--- config.mk ---
export PLATFORM = sky130hd
export DESIGN_NAME = wildcard_pattern_match_top
export DESIGN_NICKNAME = d
export VERILOG_FILES = /design/src/design/wpm_pkg.sv /design/src/design/wildcard_pattern_match_top.sv /design/src/design/wpm_cell.sv
export SDC_FILE = /design/constraint.sdc
export NUM_CORES = 1
export LEC_CHECK = 0
export BUFFER_PORTS_ARGS = -buffer_cell sky130_fd_sc_hd__buf_2
export CELL_PAD_IN_SITES_DETAIL_PLACEMENT = 2
export CELL_PAD_IN_SITES_GLOBAL_PLACEMENT = 2
export CORE_ASPECT_RATIO = 1.25
export CORE_MARGIN = 3
export CORE_UTILIZATION = 45
export CTS_CLUSTER_DIAMETER = 50
export DETAILED_ROUTE_END_ITERATION = 8
export MAX_ROUTING_LAYER = met4
export PLACE_DENSITY = 0.86
export SYNTH_ARGS = -nofsm -noshare
export SYNTH_HDL_FRONTEND = slang
export SYNTH_SLANG_ARGS = --single-unit
--- constraint.sdc ---
create_clock -name clk -period 3.2 [get_ports clk]
set_input_delay 0.32 -clock clk [delete_from_list [all_inputs] [get_ports clk]]
set_output_delay 0.32 -clock clk [all_outputs]
set_load 0.02 [all_outputs]
--- src/design/wpm_pkg.sv ---
// Shared types and constants for the wildcard pattern matcher.
// No dependencies; used by wpm_cell and wildcard_pattern_match_top.
`default_nettype none

package wpm_pkg;

    // Default pattern capacity in symbols
    localparam int MAX_PATTERN_DEF = 64;

    // Wildcard symbols
    localparam logic [7:0] STAR_SYM  = 8'd42;
    localparam logic [7:0] QUERY_SYM = 8'd63;

    // Item mode codes; code 3 is unused and leaves the state alone
    localparam logic [1:0] MODE_CLEAR  = 2'd0;
    localparam logic [1:0] MODE_APPEND = 2'd1;
    localparam logic [1:0] MODE_FEED   = 2'd2;

    // Input beat
    typedef struct packed {
        logic [1:0] mode;
        logic [7:0] symbol;
    } item_t;

    // Output beat
    typedef struct packed {
        logic matched;
        logic overflow;
    } result_t;

    // Per-cell control from the sequencer
    typedef struct packed {
        logic en;    // cell lies inside the stored pattern
        logic feed;  // 1: text update, 0: rebuild row for empty text
        logic wr;    // load the appended pattern symbol
    } cell_ctrl_t;

    // Sequencer states
    typedef enum logic {
        ST_IDLE,
        ST_SWEEP
    } state_t;

endpackage

`default_nettype wire

--- src/design/wildcard_pattern_match_top.sv ---
// Top level of the wildcard pattern matcher: sequencer plus a row of wpm_cell.
// Depends on wpm_pkg and wpm_cell.
`default_nettype none

// Usage:
//   Input channel item/item_valid/item_stall carries one beat per item:
//   mode 0 clears the pattern, mode 1 appends a pattern symbol, mode 2 feeds
//   a text symbol. Output channel result/result_valid/result_stall returns one
//   beat per item: whether the text so far matches the whole pattern, and an
//   overflow flag for an append dropped because the store is full.
//   Clear, unused mode 3, and text beats while the pattern is empty load the
//   result register directly. Append and text beats send a token down the
//   row of cells, one cell per cycle, since a '*' cell needs its left
//   neighbor's new bit; the result is registered when the token reaches cell
//   L (pattern length after the item); the next beat is accepted in the cycle the result shows.
//   While result_stall holds, the result stays in the output register and
//   item_stall is raised; a beat is taken as soon as the result drains.
//   Reset empties the pattern and sets the row to the empty-text state; the
//   pattern symbols themselves are not cleared.
module wildcard_pattern_match_top
    import wpm_pkg::*;
#(
    parameter int MAX_PATTERN = MAX_PATTERN_DEF
)
(
    input  wire logic    clk,
    input  wire logic    rst_n,
    input  wire item_t   item,
    input  wire logic    item_valid,
    output logic         item_stall,
    output result_t      result,
    output logic         result_valid,
    input  wire logic    result_stall
);

    localparam int LEN_W = $clog2(MAX_PATTERN + 1);

    state_t            state_reg;
    state_t            state_next;
    logic [LEN_W-1:0]  len_reg;
    logic [LEN_W-1:0]  len_next;
    logic              row0_reg;
    logic              row0_next;
    logic              tok0_reg;
    logic              tok0_next;
    logic              diag0_reg;
    logic              diag0_next;
    logic              feed_reg;
    logic              feed_next;
    logic [7:0]        text_reg;
    logic [7:0]        text_next;
    logic              ovf_reg;
    logic              ovf_next;
    logic              out_valid_reg;
    logic              out_valid_next;
    result_t           out_data_reg;
    result_t           out_data_next;

    logic              accept;
    logic              append_ok;
    logic              wave_start;
    logic              done;

    logic [MAX_PATTERN:0] tok_vec;
    logic [MAX_PATTERN:0] row_vec;
    logic [MAX_PATTERN:0] diag_vec;

    assign tok_vec[0]  = tok0_reg;
    assign row_vec[0]  = row0_reg;
    assign diag_vec[0] = diag0_reg;

    // Row of cells, token passes left to right
    genvar j;
    generate
        for (j = 1; j <= MAX_PATTERN; j++)
        begin : g_cell
            cell_ctrl_t ctrl;
            always_comb
            begin
                ctrl.en   = (len_reg >= LEN_W'(j));
                ctrl.feed = feed_reg;
                ctrl.wr   = append_ok && (len_reg == LEN_W'(j - 1));
            end

            wpm_cell u_cell (
                .clk      (clk),
                .rst_n    (rst_n),
                .ctrl     (ctrl),
                .wr_data  (item.symbol),
                .text_sym (text_reg),
                .tok_in   (tok_vec[j-1]),
                .new_in   (row_vec[j-1]),
                .diag_in  (diag_vec[j-1]),
                .tok      (tok_vec[j]),
                .row      (row_vec[j]),
                .diag     (diag_vec[j])
            );
        end
    endgenerate

    // Handshake and sweep control
    always_comb
    begin
        item_stall = (state_reg != ST_IDLE) || (out_valid_reg && result_stall);
        accept     = item_valid && !item_stall;
        append_ok  = accept && (item.mode == MODE_APPEND)
                     && (len_reg < LEN_W'(MAX_PATTERN));
        wave_start = accept && ((item.mode == MODE_APPEND)
                     || ((item.mode == MODE_FEED) && (len_reg != '0)));
        done       = (state_reg == ST_SWEEP) && tok_vec[len_reg];
    end

    // Next state
    always_comb
    begin
        state_next = state_reg;
        case (state_reg)
            ST_IDLE:
            begin
                if (wave_start)
                begin
                    state_next = ST_SWEEP;
                end
            end
            ST_SWEEP:
            begin
                if (done)
                begin
                    state_next = ST_IDLE;
                end
            end
            default:
            begin
                state_next = ST_IDLE;
            end
        endcase
    end

    // Datapath and result register next values
    always_comb
    begin
        len_next       = len_reg;
        row0_next      = row0_reg;
        tok0_next      = 1'b0;
        diag0_next     = diag0_reg;
        feed_next      = feed_reg;
        text_next      = text_reg;
        ovf_next       = ovf_reg;
        out_valid_next = out_valid_reg && result_stall;
        out_data_next  = out_data_reg;

        if (accept)
        begin
            case (item.mode)
                MODE_CLEAR:
                begin
                    len_next               = '0;
                    row0_next              = 1'b1;
                    out_valid_next         = 1'b1;
                    out_data_next.matched  = 1'b1;
                    out_data_next.overflow = 1'b0;
                end
                MODE_APPEND:
                begin
                    if (len_reg < LEN_W'(MAX_PATTERN))
                    begin
                        len_next = len_reg + LEN_W'(1);
                        ovf_next = 1'b0;
                    end
                    else
                    begin
                        ovf_next = 1'b1;
                    end
                    row0_next  = 1'b1;
                    tok0_next  = 1'b1;
                    diag0_next = row0_reg;
                    feed_next  = 1'b0;
                end
                MODE_FEED:
                begin
                    row0_next  = 1'b0;
                    diag0_next = row0_reg;
                    text_next  = item.symbol;
                    feed_next  = 1'b1;
                    ovf_next   = 1'b0;
                    if (len_reg != '0)
                    begin
                        tok0_next = 1'b1;
                    end
                    else
                    begin
                        out_valid_next         = 1'b1;
                        out_data_next.matched  = 1'b0;
                        out_data_next.overflow = 1'b0;
                    end
                end
                default:
                begin
                    out_valid_next         = 1'b1;
                    out_data_next.matched  = row_vec[len_reg];
                    out_data_next.overflow = 1'b0;
                end
            endcase
        end

        if (done)
        begin
            out_valid_next         = 1'b1;
            out_data_next.matched  = row_vec[len_reg];
            out_data_next.overflow = ovf_reg;
        end
    end

    // Control registers
    always_ff @(posedge clk or negedge rst_n)
    begin
        if (!rst_n)
        begin
            state_reg     <= ST_IDLE;
            len_reg       <= '0;
            row0_reg      <= 1'b1;
            tok0_reg      <= 1'b0;
            diag0_reg     <= 1'b0;
            feed_reg      <= 1'b0;
            ovf_reg       <= 1'b0;
            out_valid_reg <= 1'b0;
        end
        else
        begin
            state_reg     <= state_next;
            len_reg       <= len_next;
            row0_reg      <= row0_next;
            tok0_reg      <= tok0_next;
            diag0_reg     <= diag0_next;
            feed_reg      <= feed_next;
            ovf_reg       <= ovf_next;
            out_valid_reg <= out_valid_next;
        end
    end

    // Payload registers
    always_ff @(posedge clk)
    begin
        text_reg     <= text_next;
        out_data_reg <= out_data_next;
    end

    assign result       = out_data_reg;
    assign result_valid = out_valid_reg;

endmodule

`default_nettype wire

--- src/design/wpm_cell.sv ---
// One pattern position of the matcher row: holds its pattern symbol and row bit.
// Depends on wpm_pkg. A token from the left neighbor triggers one update.
`default_nettype none

module wpm_cell
    import wpm_pkg::*;
(
    input  wire logic       clk,
    input  wire logic       rst_n,
    input  wire cell_ctrl_t ctrl,
    input  wire logic [7:0] wr_data,
    input  wire logic [7:0] text_sym,
    input  wire logic       tok_in,
    input  wire logic       new_in,   // updated row bit of left neighbor
    input  wire logic       diag_in,  // old row bit of left neighbor
    output logic            tok,
    output logic            row,
    output logic            diag
);

    logic [7:0] pat_reg;
    logic       row_reg;
    logic       row_next;
    logic       tok_reg;
    logic       tok_next;
    logic       diag_reg;
    logic       diag_next;
    logic       hit;
    logic       cell_val;

    // Pattern symbol, no reset
    always_ff @(posedge clk)
    begin
        if (ctrl.wr)
        begin
            pat_reg <= wr_data;
        end
    end

    // Cell update: for text, literal or '?' first, then '*'; else empty-text rebuild
    always_comb
    begin
        hit = tok_in & ctrl.en;
        if (ctrl.feed)
        begin
            if ((text_sym == pat_reg) || (pat_reg == QUERY_SYM))
            begin
                cell_val = diag_in;
            end
            else if (pat_reg == STAR_SYM)
            begin
                cell_val = row_reg | new_in;
            end
            else
            begin
                cell_val = 1'b0;
            end
        end
        else
        begin
            cell_val = new_in & (pat_reg == STAR_SYM);
        end
        row_next  = hit ? cell_val : row_reg;
        diag_next = hit ? row_reg : diag_reg;
        tok_next  = hit;
    end

    always_ff @(posedge clk or negedge rst_n)
    begin
        if (!rst_n)
        begin
            row_reg  <= 1'b0;
            tok_reg  <= 1'b0;
            diag_reg <= 1'b0;
        end
        else
        begin
            row_reg  <= row_next;
            tok_reg  <= tok_next;
            diag_reg <= diag_next;
        end
    end

    assign tok  = tok_reg;
    assign row  = row_reg;
    assign diag = diag_reg;

endmodule

`default_nettype wire

Yosys cells after proc, flatten, opt, wreduce, memory -nomap -nowiden
Cells that the tools add are included.
Operators by class
  add/subtract/negate cells: 1
  $lt $le $gt $ge: 66
  eq/ne operators: 260
  muxes and demuxes: 216
  bitwise gates (word level): 193
  reduce and logical (&&, ||, !) cells: 153
Operators with widths (number)
  equality test 8 x 6 -> 1 bit (second input constant): 128
  equality test 8 bit: 64
  equality test 7 x 6 -> 1 bit (second input constant): 32
  greater-or-equal comparator 7 x 6 -> 1 bit (second input constant): 32
  2-to-1 mux 1 bit: 202
  AND 1 bit: 128
  equality test 7 x 5 -> 1 bit (second input constant): 16
  greater-or-equal comparator 7 x 5 -> 1 bit (second input constant): 16
  logical AND 1 bit: 71
  logical OR 1 bit: 66
  OR 1 bit: 64
  equality test 7 x 4 -> 1 bit (second input constant): 8
  greater-or-equal comparator 7 x 4 -> 1 bit (second input constant): 8
  equality test 7 x 3 -> 1 bit (second input constant): 4
  greater-or-equal comparator 7 x 3 -> 1 bit (second input constant): 4
  binary-select mux 1 bit (select 7 bit): 2
  equality test 7 x 2 -> 1 bit (second input constant): 2
  greater-or-equal comparator 7 x 2 -> 1 bit (second input constant): 2
  case mux 7 bit (2 select lines): 1
  case mux 1 bit (2 select lines): 6
  < comparator 7 x 8 -> 1 bit (second input constant): 1
  AND reduction 2 bit: 4
  nonzero test 2 bit: 4
  adder 7 x 1 -> 7 bit (second input constant): 1
  19 further kinds: 23
Word-level totals
  bits in registers: 727
  input bits: 14
  output and inout bits: 4
  word-level logic and storage cells: 1155

Longest topological paths before layout
Gate-level depths: netlist of run 1.
  word-level depth: 7
  depth in mapped cells: 11
  gate-level depth less buffers: 9

By module
From an unflattened synthesis of run 1, not the netlist that was laid out.
Second synthesis, totals
  cells, all modules: 2777
  area total of the unflattened synthesis: 36906.6 µm²
Modules (own cells, without submodules)
  wpm_cell: instances 64, cells an instance 36, area each 521.8 µm²
  wildcard_pattern_match_top: instances 1, cells an instance 473, area each 3514.6 µm²

Worst setup path after synthesis of run 1
No wires, ideal clock.
  path kind: reg-to-reg
  start point: reg out_valid_reg (netlist: result_valid)
  end point: reg g_cell[49].u_cell.pat_reg[0] (enable)
  library setup time: 0.395 ns
  arrival time: 2.612 ns
  data required time: 2.805 ns
  path slack: 0.193 ns
  cell stages (with the launch flop): 8
  period minus slack after synthesis: 3.007 ns
  cell sequence: dfrtp_1 -> a21oi_1 -> and2_2 -> nand2_1 -> or2_2 -> nor2_1 -> nand2_1 -> nor4_1
RTL lines
  start, declared: RTL line wildcard_pattern_match_top.sv:54  | logic out_valid_reg;
  start signal, assigned: RTL line wildcard_pattern_match_top.sv:237  | out_valid_reg <= out_valid_next;
  end signal, assigned: RTL line wpm_cell.sv:36  | pat_reg <= wr_data;
  end, declared: RTL line wpm_cell.sv:21  | logic [7:0] pat_reg;

==> impl_metrics.json, run 1 <==
{
  "slowest_stage": "dfrtp_1",
  "yosysWarningCount": 0,
  "io_pins": 18,
  "seq_area_frac_synth_pct": 60.5,
  "wl_microns": 154000,
  "cts.sinks": 727,
  "min_period_ns": 3.17,
  "slew-limit-headroom_pct": 13.9,
  "critPathRequiredTime_ns": 3.57,
  "worstPathMaxFanout": 8,
  "fp-row-count": 112,
  "path_clk_slew_ns": 0.07,
  "ys_async_sr_fraction_pct": 28.2,
  "cpLargestDelayFamily": "simple AND/OR/NAND/NOR gates",
  "ys_ff_latch": 727,
  "cts_buffers": 80,
  "leakage_nw": 14.6,
  "area_growth_pct": 13.6,
  "max-vdd-ir-drop_mv": 0.590,
  "avgSynthCellArea_sq_um": 12.4,
  "fillers": 6901,
  "grt_pass1_vias": 30500,
  "dp_hpwl_microns": 86800,
  "drt_iter0_drc": 3160,
  "syn_nets": 2802,
  "start_kind": "flop",
  "yosys_most_used_dff": "edfxtp_1",
  "hp-class": "in2reg",
  "die_w_microns": 253,
  "layout_common_cells": "522 x edfxtp_1, 515 x xor2_1, 229 x nor4_1, 201 x dfrtp_1, 159 x nand2_1",
  "p_total_mw": 23.1,
  "setup_violations": 0,
  "fmax_mhz": 315,
  "h-tree-depth": 3,
  "crit_path_frequent_cell": "nand2_1",
  "crit_type": "reg2reg",
  "syn_area_sq_um": 34400,
  "cts_tree": "yes",
  "synth_edf_count": 522,
  "num_vias": 27300,
  "grt_antenna_before_repair": 2,
  "place_ws_ns": -0.108,
  "cts_root_buf": "clkbuf_16",
  "grt_max_degree": 83,
  "nNetsFinal": 2938,
  "grt_busiest_layer": "met2",
  "seq_area_sq_um": 20800,
  "worst_pin_slew_ns": 1.29,
  "setup_tns_ns": 0,
  "insertion_delay_ns": 0.67,
  "hold_violations": 0,
  "status": "complete, no violations",
  "grt.met3_usage_pct": 7.66,
  "avgRoutedWirePerCell_microns": 39.1,
  "cp_num_buf_inv": 1,
  "initial_core_util_pct": 45.7,
  "largest_register_ffs": 512,
  "routed_via_density": 6.92,
  "dp_cells": 3801,
  "worstPathCellList": "a21oi_1 -> and2_2 -> nand2_1 -> or2_2 -> nor2_4 -> nand2_1 -> nor3_1 -> buf_4",
  "maxCapViolations": 0,
  "ant_nets": 0,
  "fp.coreArea_sq_um": 75300,
  "fin_cells": 3952,
  "endpoint_kind": "flop",
  "final_common_cell": "edfxtp_1",
  "crit_path_max_incr_delay_ns": 0.48,
  "final.setup_skew_ns": 0.0266,
  "grt.total_usage_pct": 38.9,
  "timing.final.max_slew_violations": 0,
  "placement.io_buffers": 17,
  "drcViolationCount": 0,
  "timing.final.ws_setup_ns": 0.0272,
  "worstPathArrival_ns": 3.54,
  "grt_pass1_wl_microns": 219000,
  "synth_area_leaders": "edfxtp_1 46%, dfrtp_1 15%, xor2_1 13%",
  "dr.pass1.iters": 5,
  "yosysTopAreaCell": "edfxtp_1",
  "grt_overflow": 0,
  "use_met2_pct": 63.9,
  "post_cts_buffers": 0,
  "clockBufferDepth": 3,
  "ys_types": 59,
  "p_per_area_nw_per_um2": 591,
  "synthCells": 2780,
  "min_period_over_period_pct": 99.1,
  "fp.dieH_microns": 315,
  "place.gp.congestion": 0.964,
  "die_area_sq_um": 79900,
  "layout-drive-gt1-share_pct": 12.9,
  "gr-usage-met1_pct": 43.3,
  "multi_input_area_sq_um": 12900,
  "synth_top_cell_area_share_pct": 45.5
}
-- metal layers --
layer	share of wire, %	up-vias	routed length [microns]
met3	8.2	747	12700
met4	7.6	0	11700
met1	35	14100	54100
li1	-	10600	-
met2	49	1869	75800
met5	0	-	0
-- stage by stage --
| stage | instance area, sq um | hold WS, ns | utilization [%] |
|---|---|---|---|
| 6_report | 39100 | 0.0935 | 51.9 |
| 5_1_grt | 39100 | 0.105 | 51.9 |
| 4_1_cts | 39000 | 0.0499 | 51.9 |
| 3_5_place_dp | 36500 | 0.363 | 48.5 |
| 3_3_place_gp | 36500 | 0.366 | 48.5 |
| 2_1_floorplan | 34400 | 0.0244 | - |
-- what timing repair did --
item / CTS / global route
hold buffers: 2 / 0
resized for setup: 2 / 7
endpoints found under the setup margin: 34 / 43
endpoints found under the hold margin: 79 / 0
-- tightest hold or removal path, delay by kind of cell --
| family | cells | cell delay [ns] |
|---|---|---|
| AOI/OAI and AO/OA | 1 | 0.09 |
| adders and majority gates | 1 | 0.20 |
| buffers and inverters | 1 | 0.15 |
-- kinds of logic after synthesis --
logic type | synth area share (%)
flip-flops | 60.5
AND/OR/NAND/NOR | 12.8
multiplexers | 4.00
XOR/XNOR | 13.1
AO/OA/AOI/OAI | 7.13
buffers and inverters | 2.19
adder cells (fa/ha/maj) | 0.291
-- power by group --
part | switching (mW) | internal (mW)
Sequential | 0.233 | 10.2
Combinational | 2.30 | 0.868
Clock | 4.47 | 5.02
Total | 7.00 | 16.1
-- cell usage after synthesis (4+ instances only) --
cell type / instances
dfrtp_1: 204
buf_1: 6
o21a_1: 23
a2111oi_0: 20
nand2_1: 159
nand3_1: 111
o31ai_1: 25
mux2i_1: 26
clkbuf_1: 31
and3_1: 12
ha_1: 8
buf_6: 4
nor2b_1: 10
mux2_2: 59
mux4_2: 20
o22ai_1: 10
nand3b_1: 5
or3_1: 41
edfxtp_1: 522
inv_1: 60
nor4_1: 231
o21ai_0: 115
a211oi_1: 10
nand4_1: 29
buf_2: 65
a21boi_0: 4
a21o_1: 22
nor3_1: 71
or2_2: 5
and2_1: 31
nand2b_1: 10
nor2_1: 120
a21oi_1: 133
o21ai_1: 9
xor2_1: 515
o41ai_1: 20
-- final timing paths --
kind / start / endpoint / slack [ns] / depth (start not counted)
max: state_reg / g_cell[25].u_cell.pat_reg[6] / 0.03 / 8
min: item[8] / row0_reg / 0.09 / 3
max reg2reg: state_reg / g_cell[25].u_cell.pat_reg[6] / 0.03 / 8
min reg2reg: g_cell[5].u_cell.diag / g_cell[5].u_cell.diag / 0.52 / 2
max in group asynchronous: rst_n / len_reg[0] / 1.80 / 3
min in group asynchronous: rst_n / g_cell[27].u_cell.diag / 0.30 / 2
-- cell type report --
type	count	area share (%)
clock inverters	46	1.06
flip-flops and latches	727	53.2
multi-input cells	1884	33.0
well taps	969	3.10
clock buffers	101	5.40
diodes	2	0.0128
inverters	61	0.586
repair buffers	162	3.57
Power figures use the tool's default switching activity.
==> run 2: changes to the inputs <==
--- a/config.mk
+++ b/config.mk
@@ -11,6 +11,7 @@
 export CORE_ASPECT_RATIO = 1.25
 export CORE_MARGIN = 3
 export CORE_UTILIZATION = 45
+export CTS_BUF_LIST = sky130_fd_sc_hd__clkbuf_16
 export CTS_CLUSTER_DIAMETER = 50
 export DETAILED_ROUTE_END_ITERATION = 8
 export MAX_ROUTING_LAYER = met4
==> impl_metrics.json, run 2 (synthesis results as in run 1) <==
{
  "status": "finished, violations left",
  "failed_checks": "setup timing",
  "startpoint": "len_reg[4]",
  "fp.coreArea_sq_um": 75300,
  "cp_num_buf_inv": 1,
  "fillers": 6942,
  "cpLargestDelayFamily": "compound AO/OA/AOI/OAI gates",
  "rsz0062_at_grt": "true",
  "grt_overflow": 0,
  "final.setup_skew_ns": 0.0282,
  "grt_antenna_before_repair": 3,
  "cts.sinks": 727,
  "largest_register_ffs": 512,
  "die_w_microns": 253,
  "post-route-util_pct": 51.9,
  "endpoint_kind": "flop",
  "grt_pass1_vias": 30700,
  "timing.final.max_slew_violations": 0,
  "p_total_mw": 23.0,
  "min_period_ns": 3.36,
  "fmax_mhz": 298,
  "min_period_over_period_pct": 105,
  "timing.final.ws_setup_ns": -0.160,
  "fp.dieH_microns": 315,
  "p_per_area_nw_per_um2": 589,
  "slew-limit-headroom_pct": 18.6,
  "grt_max_degree": 83,
  "crit_path_max_incr_delay_ns": 0.92,
  "drt_iter0_drc": 3199,
  "layout_common_cells": "522 x edfxtp_1, 515 x xor2_1, 229 x nor4_1, 201 x dfrtp_1, 159 x nand2_1",
  "place.gp.congestion": 0.964,
  "clockBufferDepth": 3,
  "grt.total_usage_pct": 39.5,
  "worst_pin_slew_ns": 1.22,
  "worstPathCellList": "buf_4 -> and2_0 -> o21ai_0 -> a2111oi_0 -> a21o_1",
  "hp-class": "in2reg",
  "drcViolationCount": 0,
  "r2r_cells": 5,
  "die_area_sq_um": 79900,
  "wl_microns": 153000,
  "area_growth_pct": 13.6,
  "insertion_delay_ns": 0.67,
  "multi_input_area_sq_um": 12900,
  "setup_violations": 4,
  "cts_buffers": 80,
  "placement.io_buffers": 17,
  "cts_tree": "yes",
  "num_vias": 27300,
  "worstPathArrival_ns": 3.97,
  "seq_area_sq_um": 20800,
  "h-tree-depth": 3,
  "min_from": "item_valid",
  "final_common_cell": "edfxtp_1",
  "rr_startpoint": "len_reg[4]",
  "critPathRequiredTime_ns": 3.81,
  "setup_tns_ns": -0.276,
  "fp-row-count": 112,
  "design_area_sq_um": 39100,
  "crit_type": "reg2reg",
  "path_clk_slew_ns": 0.07,
  "worstPathMaxFanout": 17,
  "layout-drive-gt1-share_pct": 12.9,
  "nNetsFinal": 2939,
  "dr.pass1.iters": 6,
  "initial_core_util_pct": 45.7,
  "routed_via_density": 6.91,
  "maxCapViolations": 0,
  "io_pins": 18,
  "dp_hpwl_microns": 86800,
  "placedInstanceArea_sq_um": 36500,
  "leakage_nw": 14.7,
  "cts_root_buf": "clkbuf_16",
  "hold_end": "row0_reg",
  "avgRoutedWirePerCell_microns": 38.7,
  "hold_violations": 0,
  "ant_nets": 0,
  "max-vdd-ir-drop_mv": 0.590,
  "slowest_stage": "dfrtp_1",
  "grt_pass1_wl_microns": 222000,
  "start_kind": "flop",
  "hold_path_depth": 3,
  "r2r_end": "g_cell[48].u_cell.row",
  "r2r_slack_ns": -0.16
}
run 2: report_power, final:
group | switching, mW | internal [mW] | total [mW]
Combinational | 2.34 | 0.873 | 3.22
Clock | 4.46 | 4.94 | 9.40
Sequential | 0.210 | 10.2 | 10.4
Total | 7.01 | 16.0 | 23.0
run 2: worst register-to-register path: stages, from the launching register on:
cell       delay [ns]
dfrtp_1          0.92
buf_4            0.36
and2_0           0.56
o21ai_0          0.54
a2111oi_0        0.75
a21o_1           0.17
run 2: metrics by stage:
step                instances  hold WS, ns  worst slack, ns
floorplan                2780       0.0244            0.193
global placement         3801        0.366           0.0365
detailed placement       3801        0.363           -0.108
CTS                      3950       0.0638           0.0312
global route             3953       0.0973          -0.0488
finish                   3955        0.109           -0.160
run 2: routing by layer:
layer	wire length, microns	vias to the layer above	GRT usage (%)	share of wire (%)
li1	-	10600	-	-
met1	54300	14100	44.2	35
met2	75000	1897	64.9	49
met3	12300	746	7.33	8.0
met4	11600	0	25.7	7.6
met5	0	-	-	0
run 2: how the worst max path moves through the flow:
stage | cells after the start | slack [ns] | end
after floorplan | 7 | 0.19 | g_cell[49].u_cell.pat_reg[0]
after global placement | 6 | 0.04 | g_cell[39].u_cell.pat_reg[6]
after detailed placement | 8 | -0.11 | g_cell[25].u_cell.pat_reg[2]
after CTS | 6 | 0.03 | g_cell[39].u_cell.pat_reg[5]
after global routing | 8 | -0.05 | result[1]
final | 5 | -0.16 | g_cell[48].u_cell.row
run 2: area by class of cell:
cell class                 count  area share [%]
inverter                      61           0.586
sequential                   727            53.2
tap                          969            3.10
clock buffer                  81            5.18
clock inverter                66            1.25
multi-input combinational   1884            33.0
antenna                        4          0.0256
timing repair buffer         163            3.59
run 2: what timing repair did:
item	CTS	global route
hold endpoints to repair	79	0
hold buffers	2	0
setup buffers	0	1
resized for setup	3	6
setup endpoints to repair	64	75
